<file path="config.mk">
export PLATFORM = sky130hd
export DESIGN_NAME = tgo_front
export DESIGN_NICKNAME = d
export VERILOG_FILES = /design/src/sv/tgo_pkg.sv /design/src/sv/tgo_front.sv
export VERILOG_INCLUDE_DIRS = /design/src /design/src/sv
export SDC_FILE = /design/constraint.sdc
export NUM_CORES = 1
export LEC_CHECK = 0
export ABC_AREA = 1
export CAP_MARGIN = 20
export CORE_AREA = 2 2 113 115
export CTS_BUF_LIST = sky130_fd_sc_hd__clkbuf_8
export DETAILED_ROUTE_END_ITERATION = 8
export DIE_AREA = 0 0 115 117
export DONT_BUFFER_PORTS = 1
export PLACE_DENSITY = 0.81
export SETUP_SLACK_MARGIN = 0.15
export SYNTH_ARGS = -nofsm -noshare
export SYNTH_HDL_FRONTEND = slang
export SYNTH_SLANG_ARGS = --single-unit
</file>
<file path="constraint.sdc">
create_clock -name clk -period 4.7 [get_ports clk]
set_clock_uncertainty 0.15 [all_clocks]
set_input_delay 0.94 -clock clk [delete_from_list [all_inputs] [get_ports clk]]
set_output_delay 0.94 -clock clk [all_outputs]
set_load 0.02 [all_outputs]
</file>
<file path="src/sv/assert_macros.svh">
// Assertion macros shared by the tile grid scan RTL.
// Needs nothing else; files that check their own logic include it.
`ifndef ASSERT_MACROS_SVH
`define ASSERT_MACROS_SVH

// Property must hold at every rising edge out of reset.
`define ASSERT_AT(label, clk, rst_n, prop, msg) \
    label: assert property (@(posedge clk) disable iff (!rst_n) (prop)) \
        else $error(msg);

// Condition must never be seen at a rising edge out of reset.
`define ASSERT_NEVER(label, clk, rst_n, cond, msg) \
    label: assert property (@(posedge clk) disable iff (!rst_n) !(cond)) \
        else $error(msg);

`endif

</file>
<file path="src/sv/tgo_pkg.sv">
// Shared types, constants and helper functions of the tile grid overlap scan.
// Standalone; the front, back and top-level RTL files refer to it by scoped names.
`default_nettype none

package tgo_pkg;

    // Store geometry
    localparam int GRID_COLS     = 64;
    localparam int GRID_ROWS     = 64;
    localparam int NUM_LAYERS    = 4;
    localparam int MAX_SPAN      = 8;
    localparam int TILE_SHIFT    = 3;
    localparam int TILE_ROUND    = 4;

    // Field widths
    localparam int ID_W      = 16;
    localparam int LAYER_W   = 2;
    localparam int POS_W     = 16;
    localparam int SIZE_W    = 16;
    localparam int TPOS_W    = 6;
    localparam int CODE_W    = 8;
    localparam int CFG_W     = 7;
    localparam int CFG_IDX_W = 2;

    // Derived widths
    localparam int COL_AW   = (GRID_COLS  > 1) ? $clog2(GRID_COLS)  : 1;
    localparam int ROW_AW   = (GRID_ROWS  > 1) ? $clog2(GRID_ROWS)  : 1;
    localparam int LAYER_AW = (NUM_LAYERS > 1) ? $clog2(NUM_LAYERS) : 1;
    localparam int COLS_P2  = 1 << COL_AW;
    localparam int ROWS_P2  = 1 << ROW_AW;
    localparam int ADDR_W   = LAYER_AW + ROW_AW + COL_AW;
    localparam int STORE_DEPTH = NUM_LAYERS * ROWS_P2 * COLS_P2;
    localparam int ORG_W    = POS_W - TILE_SHIFT;
    localparam int COORD_W  = ORG_W + 1;
    localparam int SPAN_W   = $clog2(MAX_SPAN + 1);

    // Queues
    localparam int CMDQ_DEPTH = 2;
    localparam int CMDQ_PW    = $clog2(CMDQ_DEPTH);
    localparam int CMDQ_CW    = $clog2(CMDQ_DEPTH + 1);
    localparam int OUT_DEPTH  = 4;
    localparam int OUT_PW     = $clog2(OUT_DEPTH);
    localparam int OUT_CW     = $clog2(OUT_DEPTH + 1);

    // Register reset values
    localparam logic [CFG_W-1:0] TILES_WIDE_RST = CFG_W'(64);
    localparam logic [CFG_W-1:0] TILES_HIGH_RST = CFG_W'(64);

    // Codes
    localparam logic ACT_WRITE = 1'b0;
    localparam logic ACT_QUERY = 1'b1;

    localparam logic [CFG_IDX_W-1:0] REG_TILES_WIDE = CFG_IDX_W'(0);
    localparam logic [CFG_IDX_W-1:0] REG_TILES_HIGH = CFG_IDX_W'(1);

    typedef enum logic [1:0] {
        BS_CLEAR,
        BS_IDLE,
        BS_SCAN,
        BS_DRAIN
    } back_state_t;

    typedef struct packed {
        logic                action;
        logic [ID_W-1:0]     entity;
        logic [LAYER_W-1:0]  layer;
        logic [POS_W-1:0]    pos_x;
        logic [POS_W-1:0]    pos_y;
        logic [SIZE_W-1:0]   rect_width;
        logic [SIZE_W-1:0]   rect_height;
        logic [TPOS_W-1:0]   tile_col;
        logic [TPOS_W-1:0]   tile_row;
        logic [CODE_W-1:0]   tile_code;
    } in_t;

    typedef struct packed {
        logic [ID_W-1:0]     hit_entity;
        logic [CODE_W-1:0]   hit_code;
        logic [TPOS_W-1:0]   hit_col;
        logic [TPOS_W-1:0]   hit_row;
        logic                last;
    } out_t;

    // Classified command between front and back
    typedef struct packed {
        logic                is_query;
        logic [ID_W-1:0]     entity;
        logic [LAYER_W-1:0]  layer;
        logic [ORG_W-1:0]    x0;
        logic [ORG_W-1:0]    y0;
        logic [SPAN_W-1:0]   sw;
        logic [SPAN_W-1:0]   sh;
        logic [TPOS_W-1:0]   wcol;
        logic [TPOS_W-1:0]   wrow;
        logic [CODE_W-1:0]   code;
    } cmd_t;

    // Tiles covered by a size in pixels, rounded to nearest, clamped.
    function automatic logic [SPAN_W-1:0] span_of(input logic [SIZE_W-1:0] size);
        logic [SIZE_W:0]            sum;
        logic [SIZE_W-TILE_SHIFT:0] s;
        sum = {1'b0, size} + (SIZE_W+1)'(TILE_ROUND);
        s   = sum[SIZE_W:TILE_SHIFT];
        if (32'(s) > MAX_SPAN)
            return SPAN_W'(MAX_SPAN);
        return SPAN_W'(s);
    endfunction

    // Flat store address; multiplies are by powers of two.
    function automatic logic [ADDR_W-1:0] tile_addr(
        input logic [LAYER_W-1:0] layer,
        input logic [COORD_W-1:0] row,
        input logic [COORD_W-1:0] col
    );
        logic [31:0] a;
        a = (32'(layer) * 32'(ROWS_P2) + 32'(row[ROW_AW-1:0])) * 32'(COLS_P2)
            + 32'(col[COL_AW-1:0]);
        return a[ADDR_W-1:0];
    endfunction

endpackage

`default_nettype wire

</file>
<file path="src/sv/tgo_front.sv">
// Front end: accepts input items, classifies them into commands, queues them.
// Depends on tgo_pkg and assert_macros.svh.
`default_nettype none
`include "assert_macros.svh"

module tgo_front (
    input  wire logic         clk,
    input  wire logic         rst_n,
    input  wire logic         push,
    input  wire tgo_pkg::in_t item,
    output      logic         full,
    input  wire logic         clearing,
    output      tgo_pkg::cmd_t cmd,
    output      logic         cmd_valid,
    input  wire logic         cmd_pop
);

    tgo_pkg::cmd_t                     q_reg [tgo_pkg::CMDQ_DEPTH];
    logic [tgo_pkg::CMDQ_PW-1:0]       wp_reg, wp_next;
    logic [tgo_pkg::CMDQ_PW-1:0]       rp_reg, rp_next;
    logic [tgo_pkg::CMDQ_CW-1:0]       cnt_reg, cnt_next;
    tgo_pkg::cmd_t                     new_cmd;
    logic                              accept;
    logic                              keep;
    logic                              enq;
    logic                              deq;

    assign full      = clearing || (cnt_reg == tgo_pkg::CMDQ_CW'(tgo_pkg::CMDQ_DEPTH));
    assign accept    = push && !full;
    assign enq       = accept && keep;
    assign cmd_valid = (cnt_reg != '0);
    assign deq       = cmd_pop && cmd_valid;
    assign cmd       = q_reg[rp_reg];

    // Classify: drop writes outside the store, queries on a missing layer or zero span
    always_comb
    begin
        new_cmd.is_query = (item.action == tgo_pkg::ACT_QUERY);
        new_cmd.entity   = item.entity;
        new_cmd.layer    = item.layer;
        new_cmd.x0       = item.pos_x[tgo_pkg::POS_W-1:tgo_pkg::TILE_SHIFT];
        new_cmd.y0       = item.pos_y[tgo_pkg::POS_W-1:tgo_pkg::TILE_SHIFT];
        new_cmd.sw       = tgo_pkg::span_of(item.rect_width);
        new_cmd.sh       = tgo_pkg::span_of(item.rect_height);
        new_cmd.wcol     = item.tile_col;
        new_cmd.wrow     = item.tile_row;
        new_cmd.code     = item.tile_code;
        if (new_cmd.is_query)
            keep = (32'(item.layer) < tgo_pkg::NUM_LAYERS)
                   && (new_cmd.sw != '0) && (new_cmd.sh != '0);
        else
            keep = (32'(item.layer) < tgo_pkg::NUM_LAYERS)
                   && (32'(item.tile_col) < tgo_pkg::GRID_COLS)
                   && (32'(item.tile_row) < tgo_pkg::GRID_ROWS);
    end

    always_comb
    begin
        wp_next  = wp_reg;
        rp_next  = rp_reg;
        cnt_next = cnt_reg;
        if (enq)
            wp_next = (32'(wp_reg) == tgo_pkg::CMDQ_DEPTH - 1) ? '0 : wp_reg + 1'b1;
        if (deq)
            rp_next = (32'(rp_reg) == tgo_pkg::CMDQ_DEPTH - 1) ? '0 : rp_reg + 1'b1;
        if (enq && !deq)
            cnt_next = cnt_reg + 1'b1;
        else if (deq && !enq)
            cnt_next = cnt_reg - 1'b1;
    end

    always_ff @(posedge clk or negedge rst_n)
    begin
        if (!rst_n)
        begin
            wp_reg  <= '0;
            rp_reg  <= '0;
            cnt_reg <= '0;
        end
        else
        begin
            wp_reg  <= wp_next;
            rp_reg  <= rp_next;
            cnt_reg <= cnt_next;
        end
    end

    always_ff @(posedge clk)
    begin
        if (enq)
            q_reg[wp_reg] <= new_cmd;
    end

    `ASSERT_NEVER(a_cmdq_overrun, clk, rst_n,
                  enq && !deq && (cnt_reg == tgo_pkg::CMDQ_CW'(tgo_pkg::CMDQ_DEPTH)),
                  "command queue written while full")
    `ASSERT_NEVER(a_accept_in_clear, clk, rst_n, accept && clearing,
                  "item accepted during store clear")
    `ASSERT_AT(a_cmdq_count, clk, rst_n,
               cnt_reg <= tgo_pkg::CMDQ_CW'(tgo_pkg::CMDQ_DEPTH),
               "command queue count out of range")

endmodule

`default_nettype wire

</file>
==> flow_summary.ini <==
[yosys]
ys_seq_elements = 150
syn-instance-count = 592
async_flop_share = 0.0267
synth_top_area_cell = edfxtp_1
synth.avg_cell_area_um2 = 10.9
synth-edff-count = 146
synthesis.area_mm2 = 0.00647
yosys.cell_types.count = 28
ys_seq_area_frac = 0.693
synth_top_area_frac = 0.678
synth_area_leaders = edfxtp_1 68%, nand2_1 16%, inv_1 1.9%
synth_common_cells = 280 x nand2_1, 146 x edfxtp_1, 33 x inv_1
synth_most_common_cell = nand2_1
synth_nets = 703
yosys_warnings = 0
synth_top_flop_cell = edfxtp_1

[layout]
antennaDiodeCount = 0
areaGrowthSynthToFinish_pct = 9.27
post_route_cells_drive_above_1_share = 0.113
layout.nets = 711
largest_register_ffs = 146

[global_routing]
gr-total-overflow = 0
track_usage = 0.183
grt_pass1_wl_mm = 18.7
grt_pass1_vias = 3901
grt_max_degree = 74
antenna_found_initial = 0

[clocking]
post_cts_buffers = 0
htree_levels = 4
cts_sinks = 150
cts_made_buffers = 17
insertion_delay_ns = 0.42
hold_buffers = 0
cts_resized = 0
cts_buffer_depth = 2
clkSlewWorstSetupHoldPaths_ns = 0.08
clockRootBuffer = clkbuf_8
tritoncts = yes

[drt]
drt-pass1-iter-count = 4
finalWirelength_mm = 12.4
drtAntennaViolNets = 0
vias = 4025
drtIter0Drc = 277
post-route-drc-count = 0
via_per_inst = 5.28
wire_per_inst_um = 16.2

[placed_design]
pre_cts_slack_ns = 1.39
io_buffers = 0
routabilityCongestion = 0.826
dp_hpwl_mm = 8.46

[job]
drv_cap = 0

[setup_path]
r2r_slack_ns = 2.48
crit_required_ns = 3.61
critPathKind = reg -> out
crit_path_start_kind = flop
path_max_fanout = 46
worstPathArrival_ns = 2.16
reg2regPathDepth = 8
cp-end-kind = primary output

[sta]
worst_slack_ns = 1.45
fin_setup_tns_ns = 0
setup_viol = 0
min_period_ns = 3.25
holdWs_ns = 0.0542
period_share = 0.692
slew_headroom = 0.484
fmax_ghz = 0.308
rsz0062_at_grt = no
hold_violations = 0
final_max_slew_viol_count = 0
tightest_slew_ns = 0.773

[power_and_ir_drop]
p_leak_nw = 2.82
clkPwrFrac = 0.259
p_total_mw = 3.87
power_per_cell_area_mw_per_mm2 = 547
combPwrFrac = 0.301
p_int_mw = 2.38
switchingPower_mw = 1.48
ir_worst_vdd_mv = 0.329
seqPwrFrac = 0.440
p_sw_frac = 0.383

[floorplanning]
ios = 183
dieHeight_um = 117
initial_core_util = 0.525
die_w_um = 115
die-area_mm2 = 0.0135
core.rowCount = 41
coreArea_mm2 = 0.0123

[status]
outcome = finished clean

[worst_hold_path]
hold_class = in -> async
## path summary, 6_finish.rpt
kind,from,to
setup / recovery,rp_reg,cmd[22]
hold / removal,rst_n,cnt_reg[0]
setup reg to reg,cnt_reg[0],cnt_reg[1]
hold reg to reg,wp_reg,wp_reg
max in group asynchronous,rst_n,rp_reg
min in group clk,wp_reg,wp_reg
## metrics by stage
step / cell area (um^2) / util / std cells
2_1_floorplan: 6470 / - / 592
3_3_place_gp: 6650 / 0.540 / 731
3_5_place_dp: 6650 / 0.540 / 731
4_1_cts: 7070 / 0.574 / 763
5_1_grt: 7070 / 0.574 / 763
6_report: 7070 / 0.574 / 763
## worst max-delay path, cell delays in order (launching register included)
cell and delay, ns:
dfrtp_2 0.41, inv_2 0.56, buf_4 0.45, nand2_1 0.08
nand2_1 0.22
## layout by cell type, fill, tap and decap left out, types with 5 or more instances in the layout
cell      netlist  routed
clkbuf_8        0      17
edfxtp_1      146     146
inv_1          33      32
nand2_1       280     280
nand2_2         7       7
nand3_1        18      18
nand4_1        15      15
nor2_1         23      22
nor2_4         11      12
xnor2_1         5       5
xor2_1          8       8
## cell type report
class	count	area, um^2
well taps	150	188
fillers	1008	5250
clock inverters	15	178
flip-flops and latches	150	4490
clock buffers	17	234
repair buffers	5	50.0
inverters	37	141
multi-input cells	389	1790
## power groups by stage
stage	Clock, mW	Sequential (mW)	Combinational (mW)
finish	1.00	1.70	1.16
global route	1.08	1.72	1.28
CTS	1.03	1.70	1.19
detailed placement	0	1.73	1.18
global placement	0	1.72	1.16
floorplan	0	1.73	0.968
## metal layers
metal  vias to the layer above  track usage  part of all wire  wire length (um)
li1                       1971            -                 -                 -
met2                       153        0.320              0.51              6330
met5                         -            0                 0                 0
met4                         0       0.0546            0.0066                82
met1                      1894        0.200              0.37              4620
met3                         7       0.0865              0.11              1360
## cells by family after synthesis
kind of cell,synth area share
AO/OA/AOI/OAI,0.00561
XOR/XNOR,0.0176
adder cells (fa/ha/maj),0.00581
buffers and inverters,0.0310
flip-flops,0.693
AND/OR/NAND/NOR,0.247
Power figures use the tool's default switching activity.
